## config.mk

```make
export PLATFORM = sky130hd
export DESIGN_NAME = kt_front
export DESIGN_NICKNAME = d
export VERILOG_FILES = /design/src/design/kt_pkg.sv /design/src/design/kt_front.sv
export SDC_FILE = /design/constraint.sdc
export NUM_CORES = 1
export LEC_CHECK = 0
export BUFFER_PORTS_ARGS = -buffer_cell sky130_fd_sc_hd__buf_2
export CORE_MARGIN = 3
export CORE_UTILIZATION = 53
export DETAILED_ROUTE_END_ITERATION = 12
export HOLD_SLACK_MARGIN = 0.06
export PLACE_DENSITY = 0.81
export SKIP_CTS_REPAIR_TIMING = 1
export SLEW_MARGIN = 20
export SYNTH_ARGS = -nofsm -noshare
export SYNTH_HDL_FRONTEND = slang
export SYNTH_SLANG_ARGS = --single-unit
```

## constraint.sdc

```tcl
create_clock -name clk -period 2.2 [get_ports clk]
set_clock_uncertainty 0.1 [all_clocks]
set_input_delay 0.11 -clock clk [delete_from_list [all_inputs] [get_ports clk]]
set_output_delay 0.11 -clock clk [all_outputs]
set_load 0.1 [all_outputs]
```

## src/design/kt_pkg.sv

```systemverilog
// Package: token kinds, lexer modes, keyword table and helper functions.
package kt_pkg;

    localparam int NUM_KW = 26;
    localparam int KW_SLOTS = 17;

    typedef enum logic [5:0] {
        TK_EOF    = 6'd0,
        TK_IDENT  = 6'd1,
        TK_NUMBER = 6'd2,
        TK_STRING = 6'd3,
        TK_ARROW  = 6'd4,
        TK_AND    = 6'd5,
        TK_OR     = 6'd6,
        TK_EQ     = 6'd7,
        TK_NE     = 6'd8,
        TK_LE     = 6'd9,
        TK_GE     = 6'd10,
        TK_LT     = 6'd11,
        TK_GT     = 6'd12,
        TK_CHAR   = 6'd13,
        TK_KW0    = 6'd14
    } token_kind_t;

    typedef enum logic [5:0] {
        MODE_IDLE    = 6'b000001,
        MODE_COMMENT = 6'b000010,
        MODE_IDENT   = 6'b000100,
        MODE_NUMBER  = 6'b001000,
        MODE_STRING  = 6'b010000,
        MODE_OPER    = 6'b100000
    } lex_mode_t;

    // Front-to-back item: a source byte with its end-of-input mark.
    typedef struct packed {
        logic [7:0] ch;
        logic       eoi;
    } lex_item_t;

    // Keyword character at a position; 0 past the end.
    function automatic logic [7:0] kw_char(input int unsigned kw, input int unsigned pos);
        string s;
        s = "";
        unique case (kw)
            0: s = "state";   1: s = "event";   2: s = "emit";   3: s = "from";
            4: s = "on";      5: s = "after";   6: s = "when";   7: s = "do";
            8: s = {"start", "_timer"}; 9: s = {"cancel", "_timer"};
            10: s = "set"; 11: s = "map";
            12: s = "entry";  13: s = "exit";   14: s = "guard"; 15: s = "action";
            16: s = "machine"; 17: s = "initial"; 18: s = "bool"; 19: s = "int";
            20: s = "double"; 21: s = "true";   22: s = "false"; 23: s = "else";
            24: s = "while";  25: s = "if";
            default: s = "";
        endcase
        if (pos < s.len())
            return s[pos];
        return 8'd0;
    endfunction

    function automatic logic is_space(input logic [7:0] c);
        return (c == 8'd32) || (c >= 8'd9 && c <= 8'd13);
    endfunction

    function automatic logic is_digit(input logic [7:0] c);
        return c >= "0" && c <= "9";
    endfunction

    function automatic logic is_alpha(input logic [7:0] c);
        return (c >= "a" && c <= "z") || (c >= "A" && c <= "Z");
    endfunction

    function automatic logic is_word(input logic [7:0] c);
        return is_alpha(c) || is_digit(c) || c == "_";
    endfunction

    function automatic logic is_op(input logic [7:0] c);
        return c == "-" || c == "&" || c == "|" || c == "=" || c == "!" ||
               c == "<" || c == ">";
    endfunction

endpackage

```

## src/design/kt_front.sv

```systemverilog
// Front end: accepts source bytes into a small queue.
module kt_front
    import kt_pkg::*;
(
    input  logic       clk,
    input  logic       rst_n,
    input  logic [7:0] in_byte,
    input  logic       end_of_input,
    input  logic       in_valid,
    output logic       in_ready,
    output lex_item_t  q_item,
    output logic       q_valid,
    input  logic       q_pop
);

    lex_item_t  slot_reg [2];
    logic       wr_ptr_reg, wr_ptr_next, rd_ptr_reg, rd_ptr_next;
    logic [1:0] cnt_reg, cnt_next;
    logic       push;

    assign in_ready = (cnt_reg != 2'd2);
    assign push     = in_valid && in_ready;
    assign q_valid  = (cnt_reg != 2'd0);
    assign q_item   = slot_reg[rd_ptr_reg];

    // Pointer and count update
    always_comb
    begin
        wr_ptr_next = wr_ptr_reg ^ push;
        rd_ptr_next = rd_ptr_reg ^ q_pop;
        cnt_next    = cnt_reg + {1'b0, push} - {1'b0, q_pop};
    end

    always_ff @(posedge clk or negedge rst_n)
    begin
        if (!rst_n)
        begin
            wr_ptr_reg <= 1'b0;
            rd_ptr_reg <= 1'b0;
            cnt_reg    <= 2'd0;
        end
        else
        begin
            wr_ptr_reg <= wr_ptr_next;
            rd_ptr_reg <= rd_ptr_next;
            cnt_reg    <= cnt_next;
        end
    end

    // Queue storage
    always_ff @(posedge clk)
    begin
        if (push)
            slot_reg[wr_ptr_reg] <= '{ch: in_byte, eoi: end_of_input};
    end

endmodule

```

==> metrics.md, run 1 <==
| Metric | Value |
|---|---|
| Initial drt markers | 6 |
| Initial antenna violation count | 0 |
| Reg2Reg Depth | 4 |
| Endpoint type of the worst setup path | primary output |
| Vias in the first global route | 445 |
| Status | complete, no violations |
| CTS root buffer | clkbuf_4 |
| First-pass GRT wire length | 1.93 mm |
| Final WL | ~1.5 mm |
| Worst setup path class | register to primary output |
| Clock latency at the later pin of the worst-skew pair | 310 ps |
| CTS tree | built |
| Mean Syn Cell Area | 18.3 µm² |
| Via density | 5.01 |
| NumNets Final | slightly above 100 |
| CTS Sinks | 22 |
| Cts bufs inserted | 3 |
| Warnings, synthesis | 0 |
| IO buf count | 23 |
| Syn Nets | 62 |
| Hold depth | 4 |
| Worst Setup Start Kind | register |
| DRT Pass-1 Iters | 3 |
| Yosys cell types | 15 |
| Area Overhead vs Synth | 36.2% |
| Fmax | 0.560 GHz |
| Via Count | a little over 500 |
| Relative slew slack | 67.6% |
| Core Box Area | roughly 1400 µm² |
| CTS clk-pin slew, worst paths | between 100 and 150 ps |
| Largest net degree at the start of global routing | 14 |
| Grt ovf | 0 |
| Max incr delay on CP | 600 ps |
| Setup TNS | 0 ps |
| Remaining antenna violation count | 0 |
| Commonest non-fill, non-tap cell in the layout | buf_2 |
| Worst setup margin | ~420 ps |
| Synthesized area | 861 µm² |
| Row count | 13 |
| DIE WIDTH | around 46 µm |
| Slew Limit Fails | 0 |
| Synth Instances | 47 |
| CP Data Arrival Time | 1570 ps |
| Htree depth | 1 |
| Max-cap viol count | 0 |
| Critical Path RT | 1990 ps |
| Initial Utilization | ~61% |
| Slowest cell on the critical path | dfrtp_1 |
| DP Worst Slack | 634 ps |
| Routability Congestion | 0.723 |
| Worst slew pin tran | between 400 and 500 ps |
| Tcrit/Tclk final | around 80% |
| Worst hold path type | primary input to register |
| Post-synthesis sequential area ratio | 74.4% |
| Largest register FFs | 18 |
| Final setup vio count | 0 |
| Drt drc | 0 |
| Share of layout cells above drive strength 1 | 47.7% |
| I/O pin total | 24 |
| Seq cells post-synth | 22 |
| Dpl hpwl | approximately 1 mm |
| CTS Buffer Depth | 2 |
| Tmin final | 1780 ps |
| RSZ-0062 raised after global routing | no |
| Cell Chain, Critical Path | mux2_2 > buf_2 |
| Fin. Hold Viols | 0 |
| Per-cell routed wire length | 14.5 µm |
| Die footprint | 2140 µm² |
| ANT cells | 0 |
| CP Max Fanout | 10 |
| Total track usage | 13.4% |
| Most frequent cells in the layout | buf_2 (23), edfxtp_1 (18), dlygate4sd3_1 (12) |
| Chip height | 46.3 µm |
| Filler cells | 87 |
## cells by family (layout without fill, tap and decap cells)
group | count (synthesis) | after routing | share of synthesized area [%]
AO/OA/AOI/OAI | 2 | 2 | 2.18
XOR/XNOR | 3 | 3 | 3.05
adder cells (fa/ha/maj) | 2 | 2 | 2.91
buffers and inverters | 4 | 43 | 1.89
flip-flops | 22 | 22 | 74.4
multiplexers | 9 | 9 | 11.8
AND/OR/NAND/NOR | 5 | 5 | 3.78
## worst paths after layout
check | start | end | slack, ps
min reg2reg | cnt_reg[0] | cnt_reg[0] | 470
max in group asynchronous | rst_n | rd_ptr_reg | 1210
min | in_valid | cnt_reg[1] | 100
max | rd_ptr_reg | q_item[8] | 420
min in group asynchronous | rst_n | cnt_reg[1] | 600
max reg2reg | cnt_reg[1] | slot_reg[0][1] | 640
## cell usage after synthesis, drive strengths merged
| cell | instances | area, µm² |
|---|---|---|
| xor2 | 1 | 8.76 |
| a21bo | 1 | 10.0 |
| dfrtp | 4 | 100 |
| ha | 2 | 25.0 |
| xnor2 | 2 | 17.5 |
| mux2 | 9 | 101 |
| nor2 | 1 | 3.75 |
| nand2b | 1 | 6.26 |
| buf | 1 | 5.00 |
| or2 | 1 | 6.26 |
| inv | 3 | 11.3 |
| edfxtp | 18 | 541 |
| nand2 | 1 | 3.75 |
| a21oi | 1 | 8.76 |
| nor3b | 1 | 12.5 |
## metal layers
layer / GRT usage (%) / vias to the layer above / routed length, µm
met2: 21.4 / 15 / 762
met1: 17.3 / 242 / 636
met5: 0 / - / 0
met4: 6.82 / 0 / 0
li1: - / 249 / -
met3: 2.34 / 0 / 64
## layout make-up
type                       instances  area, µm²  area share, %
clock buffer                       3       22.5           1.92
clock inverter                     1       30.0           2.56
inverter                           3       11.3          0.961
multi-input combinational         21        206           17.6
sequential                        22        641           54.6
tap                               15       18.8           1.60
timing repair buffer              36        243           20.7
## critical path, delay by kind of cell (launching register included)
family	cells	cell delay (ps)
DFF	1	600
buffers and inverters	1	290
muxes	1	380
## per-stage QoR
step | hold WS (ps) | utilization, % | instance area (µm²) | instances
floorplan | -286 | - | 863 | 47
global placement | -179 | 70.6 | 1000 | 85
global route | 122 | 82.8 | 1170 | 101
finish | 97.1 | 82.8 | 1170 | 101
detailed placement | -177 | 70.6 | 1000 | 85
CTS | -519 | 74.4 | 1050 | 89
Power of run 1 is not shown: default switching activity piles up to over one toggle a cycle in this logic, so the estimate is an artifact.
==> run 2, diff against run 1 <==
--- a/config.mk
+++ b/config.mk
@@ -7,10 +7,10 @@
 export LEC_CHECK = 0
 export BUFFER_PORTS_ARGS = -buffer_cell sky130_fd_sc_hd__buf_2
 export CORE_MARGIN = 3
-export CORE_UTILIZATION = 53
+export CORE_UTILIZATION = 49
 export DETAILED_ROUTE_END_ITERATION = 12
 export HOLD_SLACK_MARGIN = 0.06
-export PLACE_DENSITY = 0.81
+export PLACE_DENSITY = 0.76
 export SKIP_CTS_REPAIR_TIMING = 1
 export SLEW_MARGIN = 20
 export SYNTH_ARGS = -nofsm -noshare
==> constraint.sdc (replaced) <==
create_clock -name clk -period 1.8 [get_ports clk]
set_clock_uncertainty 0.1 [all_clocks]
set_input_delay 0.09 -clock clk [delete_from_list [all_inputs] [get_ports clk]]
set_output_delay 0.09 -clock clk [all_outputs]
set_load 0.1 [all_outputs]
==> metrics.md, run 2 (synthesis gave the netlist of run 1 again) <==
| Metric | Value |
|---|---|
| Reg2Reg Depth | 4 (unchanged) |
| Largest register FFs | 18 (unchanged) |
| Footprint of the multi-input gates | 214 µm² (+3.6%) |
| Drt drc | 0 (unchanged) |
| Routability Congestion | 0.683 (-5.5%) |
| Placed instance count | 87 (+2.4%) |
| Vias in the first global route | 469 (+5.4%) |
| Htree depth | 1 (unchanged) |
| Commonest non-fill, non-tap cell in the layout | buf_2 |
| Via Count | 526 (+4.0%) |
| CTS Sinks | 22 (unchanged) |
| Core Box Area | 1580 µm² (+11%) |
| Share of layout cells above drive strength 1 | 50.0% (+2.3 points) |
| Final setup vio count | 0 (unchanged) |
| Worst Setup Start Kind | register |
| Relative slew slack | 67.2% (-0.46 points) |
| Worst slew pin tran | 496 ps (+6.96 ps) |
| Cts bufs inserted | 3 (unchanged) |
| Initial antenna violation count | 0 (unchanged) |
| NumNets Final | 103 (+0.98%) |
| Worst hold path type | primary input to register |
| Most frequent cells in the layout | buf_2 (23), edfxtp_1 (18), dlygate4sd3_1 (12) |
| First-pass GRT wire length | 1.88 mm (-2.5%) |
| Initial drt markers | 7 (+1) |
| CP Data Arrival Time | 1500 ps (-70 ps) |
| Fin cells | 102 (+0.99%) |
| Fin. Hold Viols | 0 (unchanged) |
| Grt ovf | 0 (unchanged) |
| Worst r2r dst | slot_reg[0][1] |
| Worst flop-to-flop path startpoint | cnt_reg[1] |
| Tcrit/Tclk final | a little over nine tenths |
| Dpl hpwl | 978 µm (-3.7%) |
| Fin util | 73.6% (-9.3 points) |
| Endpoint type of the worst setup path | primary output |
| Internal reg-to-reg setup slack | 270 ps (-370 ps) |
| ANT cells | 0 (unchanged) |
| Row count | 14 (+1) |
| Setup TNS | 0 ps (unchanged) |
| Status | complete, no violations |
| Filler cells | 126 (+45%) |
| Remaining antenna violation count | 0 (unchanged) |
| Via density | 5.16 (+2.9%) |
| Chip height | 47.9 µm (+3.5%) |
| Final WL | 1.42 mm (-2.7%) |
| Die footprint | 2300 µm² (+7.1%) |
| Fmax | 0.592 GHz |
| Area Overhead vs Synth | 34.7% |
| Initial Utilization | 54.6% (-6.2 points) |
| Critical Path RT | 1610 ps (-380 ps) |
| Largest net degree at the start of global routing | 12 (-2) |
| CP Max Fanout | 10 (unchanged) |
| DIE WIDTH | 47.9 µm (+3.5%) |
| Slew Limit Fails | 0 (unchanged) |
| RSZ-0062 raised after global routing | no |
| Clock latency at the later pin of the worst-skew pair | 300 ps (about the same) |
| CTS clk-pin slew, worst paths | 100 ps (-30 ps) |
| CTS Buffer Depth | 2 (unchanged) |
| Tmin final | 1690 ps |
| CTS tree | built |
| Worst Hold End | cnt_reg[1] |
| DRT Pass-1 Iters | 4 (+1) |
| Hold Startpoint | in_valid |
| IO buf count | 23 (unchanged) |
| Per-cell routed wire length | 14.0 µm (-3.7%) |
| Worst setup path class | register to primary output |
| Storage cell area | 642 µm² (+0.20%) |
| I/O pin total | 24 (unchanged) |
| Max-cap viol count | 0 (unchanged) |
| Total track usage | 12.3% (-1.0 points) |
| Hold depth | 4 (unchanged) |
| CTS root buffer | clkbuf_4 |
| Hold WS | 104 ps (+7.08 ps) |
==> run 2: cell types whose count changed in the layout (fill, tap and decap cells not counted), sizes merged <==
cell / before / now
buf: 24 / 25
bufinv: 1 / 0
==> run 2: final cells by class <==
type / count / area share (%)
Clock buffer: 3 / 1.94
Inverter: 3 / 0.971
Multi-Input combinational cell: 21 / 18.4
Sequential cell: 22 / 55.3
Tap cell: 16 / 1.73
Timing Repair Buffer: 37 / 21.6
==> run 2: how the worst max path moves through the flow <==
stage / start / slack, ps / cells after the start / to
finish: rd_ptr_reg / 110 / 2 / q_item[6]
global route: rd_ptr_reg / 70 / 2 / q_item[6]
CTS: rd_ptr_reg / -10 / 2 / q_item[4]
detailed placement: cnt_reg[1] / 250 / 4 / slot_reg[0][0]
global placement: cnt_reg[1] / 310 / 4 / slot_reg[0][1]
floorplan: cnt_reg[1] / 120 / 4 / slot_reg[0][0]
==> run 2: worst max-delay path, stage by stage (launching register included) <==
cell and delay (ps):
dfrtp_2 510, mux2_2 260, buf_2 420
==> run 2: metal layers <==
| metal | track usage, % | part of all wire [%] | up-vias |
|---|---|---|---|
| met5 | 0 | 0 | - |
| met4 | 6.45 | 1.8 | 0 |
| met3 | 3.38 | 4.0 | 3 |
| met2 | 21.6 | 56 | 15 |
| met1 | 13.4 | 38 | 260 |
| li1 | - | - | 248 |
==> run 2: stage by stage <==
step	worst slack [ps]	area, µm²
after detailed placement	255	1020
after global routing	67.7	1160
final	110	1160
after global placement	313	1020
after CTS	-13.5	1040
after floorplan	116	871
Power of run 2 is left out for the same reason.
==> run 3, diff against run 2 <==
--- a/config.mk
+++ b/config.mk
@@ -7,10 +7,9 @@
 export LEC_CHECK = 0
 export BUFFER_PORTS_ARGS = -buffer_cell sky130_fd_sc_hd__buf_2
 export CORE_MARGIN = 3
-export CORE_UTILIZATION = 49
+export CORE_UTILIZATION = 40
 export DETAILED_ROUTE_END_ITERATION = 12
 export HOLD_SLACK_MARGIN = 0.06
-export PLACE_DENSITY = 0.76
 export SKIP_CTS_REPAIR_TIMING = 1
 export SLEW_MARGIN = 20
 export SYNTH_ARGS = -nofsm -noshare
==> metrics.md, run 3 (synthesis gave the netlist of run 1 again) <==
| Metric | Value |
|---|---|
| Max incr delay on CP | 520 ps (about the same) |
| Critical Path RT | 1610 ps (about the same) |
| Core Box Area | 2000 µm² (+27%) |
| Relative slew slack | 67.7% (+0.55 points) |
| Crit path to | q_item[8] |
| Final WL | 1.29 mm (-9.4%) |
| Initial antenna violation count | 0 (unchanged) |
| CTS Buffer Depth | 2 (unchanged) |
| Worst Setup Start Kind | register |
| NumNets Final | 101 (-1.9%) |
| Die footprint | 2740 µm² (+20%) |
| Most frequent cells in the layout | buf_2 (23), edfxtp_1 (18), dlygate4sd3_1 (12) |
| CTS Sinks | 22 (unchanged) |
| Worst hold path type | primary input to register |
| I/O pin total | 24 (unchanged) |
| Remaining antenna violation count | 0 (unchanged) |
| Cell Chain, Critical Path | mux2_2 > buf_2 |
| CTS tree | built |
| Slowest cell on the critical path | dfrtp_2 |
| Routability Congestion | 0.721 (+5.6%) |
| Setup TNS | 0 ps (unchanged) |
| DRT Pass-1 Iters | 1 (-3) |
| Initial Utilization | 43.0% (-12 points) |
| CTS clk-pin slew, worst paths | 120 ps (+20 ps) |
| Commonest non-fill, non-tap cell in the layout | buf_2 |
| Share of layout cells above drive strength 1 | 49.4% (-0.59 points) |
| Met3 usage | 2.85% (-0.53 points) |
| Tcrit/Tclk final | 93.0% (-0.89 points) |
| Slew Limit Fails | 0 (unchanged) |
| Clock latency at the later pin of the worst-skew pair | 290 ps (about the same) |
| Drt drc | 0 (unchanged) |
| Largest net degree at the start of global routing | 13 (+1) |
| Worst slew pin tran | 488 ps (-8.35 ps) |
| Htree depth | 1 (unchanged) |
| Initial drt markers | 0 (-7) |
| Final setup vio count | 0 (unchanged) |
| Status | complete, no violations |
| Max-cap viol count | 0 (unchanged) |
| Via density | 4.35 (-16%) |
| Fin util | 58.6% (-15 points) |
| Worst setup path class | register to primary output |
| CP Data Arrival Time | 1480 ps (-20 ps) |
| Dpl hpwl | 868 µm (-11%) |
| Worst r2r dst | slot_reg[0][5] |
| Largest register FFs | 18 (unchanged) |
| Area Overhead vs Synth | 36.2% |
| IO buf count | 23 (unchanged) |
| Global route hottest layer | met2 |
| CP Max Fanout | 10 (unchanged) |
| Tmin final | 1670 ps (-16.0 ps) |
| Total track usage | 9.87% (-2.5 points) |
| Row count | 16 (+2) |
| GR Layer Usage met1 | 11.9% (-1.5 points) |
| Vias in the first global route | 454 (-3.2%) |
| Per-cell routed wire length | 11.5 µm (-18%) |
| Via Count | 487 (-7.4%) |
| Cts bufs inserted | 3 (unchanged) |
| Worst flop-to-flop path startpoint | cnt_reg[1] |
| CP startpoint | rd_ptr_reg |
| Fin. Hold Viols | 0 (unchanged) |
| Internal reg-to-reg setup slack | 230 ps (-40 ps) |
| Reg2Reg Depth | 4 (unchanged) |
| ANT cells | 0 (unchanged) |
| Grt ovf | 0 (unchanged) |
| RSZ-0062 raised after global routing | no |
| Met2 GRT Util | 17.1% (-4.5 points) |
| DIE WIDTH | 52.4 µm (+9.3%) |
| Endpoint type of the worst setup path | primary output |
| Chip height | 52.4 µm (+9.3%) |
| First-pass GRT wire length | 2.00 mm (+6.7%) |
| CTS root buffer | clkbuf_4 |
| Fmax | 0.597 GHz (+0.95%) |
[run 3: cell count changes in the layout (fill, tap and decap cells not counted)]
| cell | previous run | this run |
|---|---|---|
| buf_4 | 2 | 0 |
| clkbuf_8 | 0 | 1 |
[run 3: worst min-delay path by stage]
stage	from	end	slack (ps)	depth (start not counted)
after detailed placement	rst_n	rd_ptr_reg	-190	1
after CTS	rst_n	rd_ptr_reg	-530	1
after global placement	rst_n	rd_ptr_reg	-190	1
final	in_valid	cnt_reg[1]	60	4
after floorplan	rst_n	cnt_reg[0]	-310	0
after global routing	in_valid	cnt_reg[1]	90	4
[run 3: stage by stage]
| stage | cell area, µm² | setup slack, ps | std cells | hold WS, ps |
|---|---|---|---|---|
| 2_1_floorplan | 871 | 116 | 47 | -306 |
| 3_3_place_gp | 1010 | 294 | 96 | -194 |
| 3_5_place_dp | 1010 | 238 | 96 | -194 |
| 4_1_cts | 1050 | -10.1 | 100 | -526 |
| 5_1_grt | 1170 | 62.9 | 112 | 87.2 |
| 6_report | 1170 | 126 | 112 | 63.4 |
[run 3: cell type report]
class	instances	area [µm²]
fillers	167	830
flip-flops and latches	22	642
repair buffers	35	235
multi-input cells	21	214
clock buffers	4	36.3
well taps	27	33.8
inverters	3	11.3
[run 3: critical path, delay by kind of cell (launching register included)]
kind | cells | cell delay (ps)
flops | 1 | 520
mux | 1 | 260
buf+inv | 1 | 410
[run 3: routing by layer]
metal  vias up  share of wire, %
met4         0                 0
met2        13                48
li1        249                 -
met5         -                 0
met3         0               5.1
met1       225                47
Power of run 3 is left out for the same reason.
